`config.mk`:
```
export PLATFORM = sky130hd
export DESIGN_NAME = first_substring_match_index_core
export DESIGN_NICKNAME = d
export VERILOG_FILES = /design/src/design/fsmi_pkg.sv /design/src/design/first_substring_match_index_core.sv /design/src/design/fsmi_front.sv /design/src/design/fsmi_back.sv
export VERILOG_INCLUDE_DIRS = /design/src /design/src/design
export SDC_FILE = /design/constraint.sdc
export NUM_CORES = 1
export LEC_CHECK = 0
export BUFFER_PORTS_ARGS = -buffer_cell sky130_fd_sc_hd__buf_2
export CAP_MARGIN = 20
export CORE_MARGIN = 4
export CORE_UTILIZATION = 30
export DETAILED_ROUTE_END_ITERATION = 10
export PLACE_DENSITY_LB_ADDON = 0.2
export SYNTH_ARGS = -nofsm -noshare
export SYNTH_HDL_FRONTEND = slang
export SYNTH_SLANG_ARGS = --single-unit
export TNS_END_PERCENT = 30
```
`constraint.sdc`:
```
create_clock -name clk_i -period 37.1 [get_ports clk_i]
set_clock_uncertainty 0.2 [all_clocks]
set_input_delay 7.42 -clock clk_i [delete_from_list [all_inputs] [get_ports clk_i]]
set_output_delay 7.42 -clock clk_i [all_outputs]
set_load 0.01 [all_outputs]
```
`src/design/first_substring_match_index_core_defines.svh`:
```
// assertion macros shared by the first substring match index core
`ifndef FIRST_SUBSTRING_MATCH_INDEX_CORE_DEFINES_SVH
`define FIRST_SUBSTRING_MATCH_INDEX_CORE_DEFINES_SVH

// same-cycle implication, checked on clk_i outside reset
`define FSMI_ASSERT_NOW(lbl, ante, cons, msg) \
  lbl: assert property (@(posedge clk_i) disable iff (!rst_ni) (ante) |-> (cons)) \
    else $error(msg);

// next-cycle implication, checked on clk_i outside reset
`define FSMI_ASSERT_NEXT(lbl, ante, cons, msg) \
  lbl: assert property (@(posedge clk_i) disable iff (!rst_ni) (ante) |=> (cons)) \
    else $error(msg);

`endif

```
`src/design/fsmi_pkg.sv`:
```
// types and constants for the first substring match index core
package fsmi_pkg;

  localparam int unsigned PatMaxDef  = 64;
  localparam int unsigned TextMaxDef = 1024;

  localparam int unsigned OpW     = 2;
  localparam int unsigned CharW   = 8;
  localparam int unsigned IdxW    = 11;
  localparam int unsigned InDataW = 8;
  localparam int unsigned OutDataW = 16;
  localparam int unsigned OutUserW = 2;

  // queue depth must be a power of two, pointers wrap freely
  localparam int unsigned QueueDepth = 2;
  localparam int unsigned QPtrW      = (QueueDepth > 1) ? $clog2(QueueDepth) : 1;
  localparam int unsigned QCntW      = $clog2(QueueDepth + 1);

  typedef enum logic [OpW-1:0] {
    OP_CLEAR = 2'd0,
    OP_PAT   = 2'd1,
    OP_TEXT  = 2'd2,
    OP_EOT   = 2'd3
  } op_e;

  typedef struct packed {
    op_e              op;
    logic [CharW-1:0] ch;
  } cmd_t;

endpackage

```
`src/design/first_substring_match_index_core.sv`:
```
// A streaming first-occurrence substring search. Send the pattern with op 1
// beats, then the text with op 2 beats and close it with an op 3 beat, which
// returns the start index of the first match (or all ones with found low).
// The core takes one beat per clock sustained, for every op: a two-entry
// command queue sits in front of the engine and the result sits in an output
// register, so an output stall holds back an end-of-text beat at the queue head
// and stalls input once the queue fills. The figure is set by the engine's
// combinational compare of the whole text window against the pattern. An
// end-of-text beat passes the queue, then the output register. No clearing
// pass is needed after reset; op 0 clears pattern, text, overflow flag at once.
module first_substring_match_index_core import fsmi_pkg::*; #(
  parameter int unsigned PAT_MAX  = PatMaxDef,
  parameter int unsigned TEXT_MAX = TextMaxDef
) (
  input  logic                clk_i,
  input  logic                rst_ni,
  input  logic                s_axis_tvalid_i,
  output logic                s_axis_tready_o,
  input  logic [InDataW-1:0]  s_axis_tdata_i,  // char_code
  input  logic [OpW-1:0]      s_axis_tuser_i,  // op
  output logic                m_axis_tvalid_o,
  input  logic                m_axis_tready_i,
  output logic [OutDataW-1:0] m_axis_tdata_o,  // match_index, zero fill
  output logic [OutUserW-1:0] m_axis_tuser_o   // found, overflow
);

  cmd_t cmd;
  logic cmd_valid;
  logic cmd_pop;

  fsmi_front u_front (
    .clk_i           (clk_i),
    .rst_ni          (rst_ni),
    .s_axis_tvalid_i (s_axis_tvalid_i),
    .s_axis_tready_o (s_axis_tready_o),
    .s_axis_tdata_i  (s_axis_tdata_i),
    .s_axis_tuser_i  (s_axis_tuser_i),
    .cmd_o           (cmd),
    .cmd_valid_o     (cmd_valid),
    .cmd_pop_i       (cmd_pop)
  );

  fsmi_back #(
    .PAT_MAX  (PAT_MAX),
    .TEXT_MAX (TEXT_MAX)
  ) u_back (
    .clk_i           (clk_i),
    .rst_ni          (rst_ni),
    .cmd_i           (cmd),
    .cmd_valid_i     (cmd_valid),
    .cmd_pop_o       (cmd_pop),
    .m_axis_tvalid_o (m_axis_tvalid_o),
    .m_axis_tready_i (m_axis_tready_i),
    .m_axis_tdata_o  (m_axis_tdata_o),
    .m_axis_tuser_o  (m_axis_tuser_o)
  );

endmodule

```
`src/design/fsmi_front.sv`:
```
// input side: accepts beats, decodes the op and queues commands for the engine
module fsmi_front import fsmi_pkg::*; (
  input  logic              clk_i,
  input  logic              rst_ni,
  input  logic              s_axis_tvalid_i,
  output logic              s_axis_tready_o,
  input  logic [InDataW-1:0] s_axis_tdata_i,
  input  logic [OpW-1:0]    s_axis_tuser_i,
  output cmd_t              cmd_o,
  output logic              cmd_valid_o,
  input  logic              cmd_pop_i
);

  cmd_t              q_mem [QueueDepth];
  logic [QPtrW-1:0]  wr_ptr_q, wr_ptr_d;
  logic [QPtrW-1:0]  rd_ptr_q, rd_ptr_d;
  logic [QCntW-1:0]  count_q, count_d;
  logic              push, pop;
  cmd_t              cmd_in;

  always_comb begin
    cmd_in.ch = s_axis_tdata_i[CharW-1:0];
    case (s_axis_tuser_i)
      OP_CLEAR: cmd_in.op = OP_CLEAR;
      OP_PAT:   cmd_in.op = OP_PAT;
      OP_TEXT:  cmd_in.op = OP_TEXT;
      default:  cmd_in.op = OP_EOT;
    endcase
  end

  assign s_axis_tready_o = (count_q != QCntW'(QueueDepth));
  assign push            = s_axis_tvalid_i && s_axis_tready_o;
  assign cmd_valid_o     = (count_q != '0);
  assign pop             = cmd_pop_i && cmd_valid_o;
  assign cmd_o           = q_mem[rd_ptr_q];

  always_comb begin
    wr_ptr_d = push ? wr_ptr_q + QPtrW'(1) : wr_ptr_q;
    rd_ptr_d = pop ? rd_ptr_q + QPtrW'(1) : rd_ptr_q;
    count_d  = count_q;
    if (push && !pop) begin
      count_d = count_q + QCntW'(1);
    end else if (pop && !push) begin
      count_d = count_q - QCntW'(1);
    end
  end

  always_ff @(posedge clk_i or negedge rst_ni) begin
    if (!rst_ni) begin
      wr_ptr_q <= '0;
      rd_ptr_q <= '0;
      count_q  <= '0;
    end else begin
      wr_ptr_q <= wr_ptr_d;
      rd_ptr_q <= rd_ptr_d;
      count_q  <= count_d;
    end
  end

  always_ff @(posedge clk_i) begin
    if (push) begin
      q_mem[wr_ptr_q] <= cmd_in;
    end
  end

endmodule

```
`src/design/fsmi_back.sv`:
```
// search engine: pattern and text shift registers, parallel compare, result register
`include "first_substring_match_index_core_defines.svh"

module fsmi_back import fsmi_pkg::*; #(
  parameter int unsigned PAT_MAX  = PatMaxDef,
  parameter int unsigned TEXT_MAX = TextMaxDef
) (
  input  logic                clk_i,
  input  logic                rst_ni,
  input  cmd_t                cmd_i,
  input  logic                cmd_valid_i,
  output logic                cmd_pop_o,
  output logic                m_axis_tvalid_o,
  input  logic                m_axis_tready_i,
  output logic [OutDataW-1:0] m_axis_tdata_o,
  output logic [OutUserW-1:0] m_axis_tuser_o
);

  localparam int unsigned LenW  = $clog2(PAT_MAX + 1);
  localparam int unsigned PosW  = $clog2(TEXT_MAX + 1);
  localparam int unsigned CmpW  = (PosW > LenW) ? PosW : LenW;
  localparam int unsigned WideW = (CmpW > IdxW) ? CmpW : IdxW;

  // newest pattern char sits at entry 0, so entry j pairs with window entry j
  logic [CharW-1:0]   pat_q [PAT_MAX];
  logic [PAT_MAX-1:0] pat_vld_q, pat_vld_d;
  logic [LenW-1:0]    pat_len_q, pat_len_d;
  logic [CharW-1:0]   win_q [PAT_MAX];
  logic [CharW-1:0]   win_next [PAT_MAX];
  logic [PosW-1:0]    pos_q, pos_d, pos_next;
  logic [IdxW-1:0]    first_q, first_d;
  logic               match_seen_q, match_seen_d;
  logic               ovf_seen_q, ovf_seen_d;
  logic               out_valid_q, out_valid_d;
  logic [IdxW-1:0]    out_idx_q, out_idx_d;
  logic               out_found_q, out_found_d;
  logic               out_ovf_q, out_ovf_d;
  logic [PAT_MAX-1:0] eq;
  logic               hit;
  logic               pat_room;
  logic               text_room;
  logic               pat_shift, win_shift;
  logic [WideW-1:0]   diff;

  assign cmd_pop_o = cmd_valid_i &&
                     ((cmd_i.op != OP_EOT) || !out_valid_q || m_axis_tready_i);

  assign pos_next  = pos_q + PosW'(1);
  assign pat_room  = (pat_len_q != LenW'(PAT_MAX));
  assign text_room = (pos_q != PosW'(TEXT_MAX));

  always_comb begin
    for (int j = 0; j < PAT_MAX; j++) begin
      win_next[j] = (j == 0) ? cmd_i.ch : win_q[(j == 0) ? 0 : j - 1];
      eq[j]       = !pat_vld_q[j] || (pat_q[j] == win_next[j]);
    end
  end

  assign hit  = (&eq) && (CmpW'(pos_next) >= CmpW'(pat_len_q));
  assign diff = WideW'(pos_next) - WideW'(pat_len_q);

  always_comb begin
    pat_vld_d    = pat_vld_q;
    pat_len_d    = pat_len_q;
    pos_d        = pos_q;
    first_d      = first_q;
    match_seen_d = match_seen_q;
    ovf_seen_d   = ovf_seen_q;
    out_valid_d  = out_valid_q && !m_axis_tready_i;
    out_idx_d    = out_idx_q;
    out_found_d  = out_found_q;
    out_ovf_d    = out_ovf_q;
    pat_shift    = 1'b0;
    win_shift    = 1'b0;
    if (cmd_pop_o) begin
      case (cmd_i.op)
        OP_CLEAR: begin
          pat_vld_d    = '0;
          pat_len_d    = '0;
          pos_d        = '0;
          first_d      = '0;
          match_seen_d = 1'b0;
          ovf_seen_d   = 1'b0;
        end
        OP_PAT: begin
          if (pat_room) begin
            pat_shift = 1'b1;
            pat_vld_d = (pat_vld_q << 1) | PAT_MAX'(1);
            pat_len_d = pat_len_q + LenW'(1);
          end else begin
            ovf_seen_d = 1'b1;
          end
        end
        OP_TEXT: begin
          if (text_room) begin
            win_shift = 1'b1;
            pos_d     = pos_next;
            if (!match_seen_q) begin
              if (pat_len_q == '0) begin
                match_seen_d = 1'b1;
                first_d      = '0;
              end else if (hit) begin
                match_seen_d = 1'b1;
                first_d      = diff[IdxW-1:0];
              end
            end
          end else begin
            ovf_seen_d = 1'b1;
          end
        end
        default: begin
          out_valid_d  = 1'b1;
          out_idx_d    = match_seen_q ? first_q : {IdxW{1'b1}};
          out_found_d  = match_seen_q;
          out_ovf_d    = ovf_seen_q;
          pos_d        = '0;
          first_d      = '0;
          match_seen_d = 1'b0;
        end
      endcase
    end
  end

  always_ff @(posedge clk_i or negedge rst_ni) begin
    if (!rst_ni) begin
      pat_vld_q    <= '0;
      pat_len_q    <= '0;
      pos_q        <= '0;
      first_q      <= '0;
      match_seen_q <= 1'b0;
      ovf_seen_q   <= 1'b0;
      out_valid_q  <= 1'b0;
    end else begin
      pat_vld_q    <= pat_vld_d;
      pat_len_q    <= pat_len_d;
      pos_q        <= pos_d;
      first_q      <= first_d;
      match_seen_q <= match_seen_d;
      ovf_seen_q   <= ovf_seen_d;
      out_valid_q  <= out_valid_d;
    end
  end

  always_ff @(posedge clk_i) begin
    out_idx_q   <= out_idx_d;
    out_found_q <= out_found_d;
    out_ovf_q   <= out_ovf_d;
    if (pat_shift) begin
      for (int j = 0; j < PAT_MAX; j++) begin
        pat_q[j] <= (j == 0) ? cmd_i.ch : pat_q[(j == 0) ? 0 : j - 1];
      end
    end
    if (win_shift) begin
      for (int j = 0; j < PAT_MAX; j++) begin
        win_q[j] <= win_next[j];
      end
    end
  end

  assign m_axis_tvalid_o = out_valid_q;
  assign m_axis_tdata_o  = OutDataW'(out_idx_q);
  assign m_axis_tuser_o  = {out_ovf_q, out_found_q};

  `FSMI_ASSERT_NEXT(a_eot_gives_beat, cmd_pop_o && (cmd_i.op == OP_EOT), out_valid_q, "end of text left no result")
  `FSMI_ASSERT_NOW(a_none_is_all_ones, out_valid_q && !out_found_q, out_idx_q == {IdxW{1'b1}}, "miss without all-ones index")
  `FSMI_ASSERT_NOW(a_match_needs_text, match_seen_q, pos_q != '0, "match latched with no text")
  `FSMI_ASSERT_NEXT(a_stall_holds, out_valid_q && !m_axis_tready_i, out_valid_q && $stable(out_idx_q) && $stable(out_found_q), "pending result changed")

endmodule
```
== After elaboration in Yosys (flattened, before gate mapping) ==
Memories as Yosys holds them, arrays and structs flattened.
Index checks and enable logic that the tools add are counted.
Word-level totals
  memories: 3
  flip-flop bits (word level): 113
  RAM bits: 1044
  logic and storage cells: 295
  input bits: 14
Operators by class
  bitwise operators: 2
  reductions and logical operators: 155
  muxes and demuxes: 36
  $add $sub $neg: 7
  equal/unequal tests: 78
  magnitude comparators: 1
Memory list
  u_back.pat_q: depth 64, bits a word 8, rd ports 64, clocked after Yosys merged registers in 0, wr ports 64, line fsmi_back.sv:25  | logic [CharW-1:0] pat_q [PAT_MAX];
  u_back.win_q: depth 64, bits a word 8, rd ports 63, clocked after Yosys merged registers in 0, wr ports 64, line fsmi_back.sv:28  | logic [CharW-1:0] win_q [PAT_MAX];
  u_front.q_mem: depth 2, bits a word 10, rd ports 1, clocked after Yosys merged registers in 0, wr ports 1, line fsmi_front.sv:14  | cmd_t q_mem [QueueDepth];
Operators with widths (count)
  $eq 8x8->1: 64
  $pmux 64 s2: 1
  $logic_not 1->1: 68
  $logic_or 1x1->1: 66
  $mux 64: 1
  $reduce_and 64->1: 1
  $mux 11: 5
  $pmux 11 s2: 2
  $mux 1: 20
  $pmux 7 s2: 1
  $add 11x1->11 const B: 1
  $ge 11x7->1: 1
  $ne 11x11->1 const B: 1
  $sub 11x7->11: 1
  $ne 2x2->1 const B: 5
  $add 7x1->7 const B: 1
  $logic_and 1x1->1: 7
  $logic_not 7->1: 1
  $mux 7: 1
  $ne 7x7->1 const B: 1
  $pmux 2 s3: 1
  $reduce_and 3->1: 2
  $reduce_bool 2->1: 3
  $reduce_and 5->1: 1
  other kinds (16): 23

== Depth between registers and ports, before layout ==
An unclocked memory read counts as a cell.
  depth in word-level cells: 10
  gate-level depth with buffers: 13
  gate-level depth less buffers: 13

== Modules after synthesis ==
From an unflattened synthesis, not the netlist that was laid out.
Second synthesis, totals
  cells, all modules: 2332
  area, all modules: 42334.4 sq um
By module, submodules not included
  fsmi_back: area each 41394.7 sq um, instances 1, cells an instance 2281
  fsmi_front: area each 939.7 sq um, instances 1, cells an instance 51

== Worst setup path after synthesis ==
Ideal clock, no wire load.
  path kind: input -> register
  from: in m_axis_tready_i
  to: mem u_back.win_q[0][0] (enable)
  stages: 3
  slack: 6904 ps
  arrival: 28610 ps
  cell sequence: nand2b_1 o22ai_1 nor2_1
RTL lines
  start, declared: line first_substring_match_index_core.sv:22  | input logic m_axis_tready_i,
  end, declared: line fsmi_back.sv:28

==> flow_metrics.tcl <==
set metrics [dict create \
    p_int_mw 2.87 \
    area_delta_synth_final_pct 15.8 \
    power_density_nw_per_um2 81.8 \
    critPathKind "input pin to flop" \
    post_cts_resized 0 \
    power_switching_mw 1.15 \
    p_total_mw 4.02 \
    dp_cells 4248 \
    cts-root-buf "clkbuf_16" \
    leakage_nw 15.2 \
    multi_input_area_um2 8190 \
    switching_share_pct 28.6 \
    htree_levels 3 \
    seq_area_um2 34000 \
    min_period_ns 11.50 \
    routed_wl_um 82500 \
    drive_gt1_share_pct 9.86 \
    hold_class "flop to flop" \
    yosysSeqAreaShare_pct 80.2 \
    portBuffers 28 \
    finalHoldViolations 0 \
    avgSynthCellArea_um2 18.0 \
    std_cell_rows 137 \
    synth_area_leader_cell "edfxtp_1" \
    ant_nets 0 \
    status "complete, no violations" \
    r2r-start "u_front.rd_ptr_q" \
    rsz0062_at_grt "false" \
    period_share_pct 31.0 \
    die_y_um 384 \
    fin_util_pct 35.1 \
    worstSetupStartpoint "m_axis_tready_i" \
    combPwrFrac_pct 17.2 \
    first_global_vias 20701 \
    cts_tree "done" \
    gp_congestion 0.763 \
    ir_worst_vdd_uv 58.2 \
    critPathMaxFanout 175 \
    relSlewSlack_pct 24.6 \
    ys_types 47 \
    post-route-drc-count 0 \
    finalMaxSlewViolations 0 \
    min-delay-start "u_back.pat_q[6][30]" \
    start_util_pct 30.3 \
    cp_data_required_time_ns 37.21 \
    synth_area_leaders "edfxtp_1, xnor2_1, dfrtp_1" \
    grt_max_degree 176 \
    synthArstFlopShare_pct 8.70 \
    finalSetupTns_ns 0 \
    synthesis.area_um2 42400 \
    final_cells 4483 \
    hpwl_um 52800 \
    fp.dieW_um 384 \
    worstSkewPairLatency_ns 0.71 \
    ys.flop_type "edfxtp_1" \
    synth_top_area_share_pct 74.3 \
    postCtsSetupBuffers 0 \
    fmax_mhz 87.0 \
    grt_pass1_wl_um 126000 \
    cts_buffer_depth 3 \
    die-area_um2 147000 \
    antenna_found_initial 1 \
    hold_buffers 0 \
    core_region_area_um2 140000 \
    p_clk_share_pct 30.4 \
    overflow 0 \
    fillers 13197 \
    grt_usage_pct 11.1 \
    wl_per_cell_um 18.4 \
    drt_iter0_markers 1458 \
    maxCapViolations 0 \
    drt_pass1_iterations 6 \
    fin_nets 2528 \
    ys_ff_latch 1149 \
    cts_sinks 1149 \
    syn_inst 2357 \
    finalSetupViolCount 0 \
    seqPwrFrac_pct 52.4 \
    post_drt_via_cell_ratio 4.38 \
    yosysWarnings 0 \
    clk_pin_slew_ns 0.06 \
    max_slew.worst_pin.slew_ns 1.13 \
    arrival_ns 11.61 \
    start_kind "input pin" \
    cts_made_buffers 121 \
    ios 34 \
    endpoint_kind "flop" \
    num_vias 19625 \
    synth_edf_count 1049 \
]
-- cells by family after synthesis --
| family | share of synthesized area (%) |
|---|---|
| AO/OA/AOI/OAI | 2.19 |
| XOR/XNOR | 11.2 |
| adder cells (fa/ha/maj) | 0.519 |
| buffers and inverters | 0.587 |
| flip-flops | 80.2 |
| multiplexers | 0.348 |
| other | 0.00884 |
| AND/OR/NAND/NOR | 5.01 |
-- synth_stat cells (all sizes together) (16+ instances only) --
master,number
ha,16
nand4,157
o21ai,138
nor2,18
xnor2,521
dfrtp,100
edfxtp,1049
inv,17
nand2b,16
nand2,161
clkbuf,25
xor2,19
nand3,24
-- power groups by stage --
stage          clock network, mW  logic (mW)  registers, mW
5_1_grt                     1.32       0.766           2.14
6_report                    1.22       0.689           2.11
3_5_place_dp                   0       0.713           2.13
2_1_floorplan                  0       0.491           2.37
3_3_place_gp                   0       0.705           2.12
4_1_cts                     1.26       0.716           2.11
-- worst paths after layout --
check | slack (ns) | end | depth (start not counted)
setup / recovery | 25.60 | u_back.win_q[1][58] | 7
hold / removal | 0.25 | u_back.pat_q[7][6] | 0
setup reg to reg | 30.96 | u_back.win_q[1][58] | 9
hold reg to reg | 0.25 | u_back.pat_q[7][6] | 0
max in group asynchronous | 28.71 | u_back.pat_vld_q[39] | 2
min in group asynchronous | 6.50 | u_back.pat_vld_q[60] | 1
-- layout by cell type (no fill, tap or decap), drive strengths merged, types with 21 or more instances in the layout --
master,instances
o21ai,138
nand4,157
nand2,161
buf,52
nand3,24
inv,21
clkinv,43
xnor2,521
dfrtp,100
edfxtp,1049
clkbuf,171
-- state kept, by name, indices dropped and copies added, names as in the netlist, 2 cells and up --
register          flops
u_back.first_q       11
u_back.out_idx_q     11
u_back.pat_len_q      7
u_back.pat_q        512
u_back.pat_vld_q     64
u_back.pos_q         11
u_back.win_q        504
u_front.count_q       2
u_front.q_mem        20
-- per-stage QoR --
step | cell area (µm²) | setup WS (ns) | hold slack [ns]
2_1_floorplan | 42400 | 6.90 | 0.219
3_3_place_gp | 44900 | 24.81 | 0.232
3_5_place_dp | 44900 | 24.68 | 0.246
4_1_cts | 49100 | 25.46 | 0.253
5_1_grt | 49100 | 25.24 | 0.272
6_report | 49100 | 25.60 | 0.247
-- layer usage --
metal	vias to the layer above	track usage [%]	part of all wire [%]
li1	9118	-	-
met1	9959	14.5	44
met2	375	18.6	49
met3	173	2.49	5.0
met4	0	3.23	2.5
met5	-	0	0
-- cell type report --
| type | count | share of cell area (%) |
|---|---|---|
| antenna | 1 | 0.00510 |
| inverter | 17 | 0.130 |
| tap | 1876 | 4.78 |
| clock buffer | 170 | 6.95 |
| clock inverter | 62 | 1.42 |
| sequential | 1149 | 69.3 |
| multi-input combinational | 1155 | 16.7 |
| timing repair buffer | 53 | 0.777 |
-- critical path: stages --
cell      delay (ns)
buf_2           0.07
nand2b_1        0.13
o22ai_1         0.27
nor2_4          0.87
buf_12          0.68
buf_4           0.93
buf_4           0.86
Power figures use the tool's default switching activity.
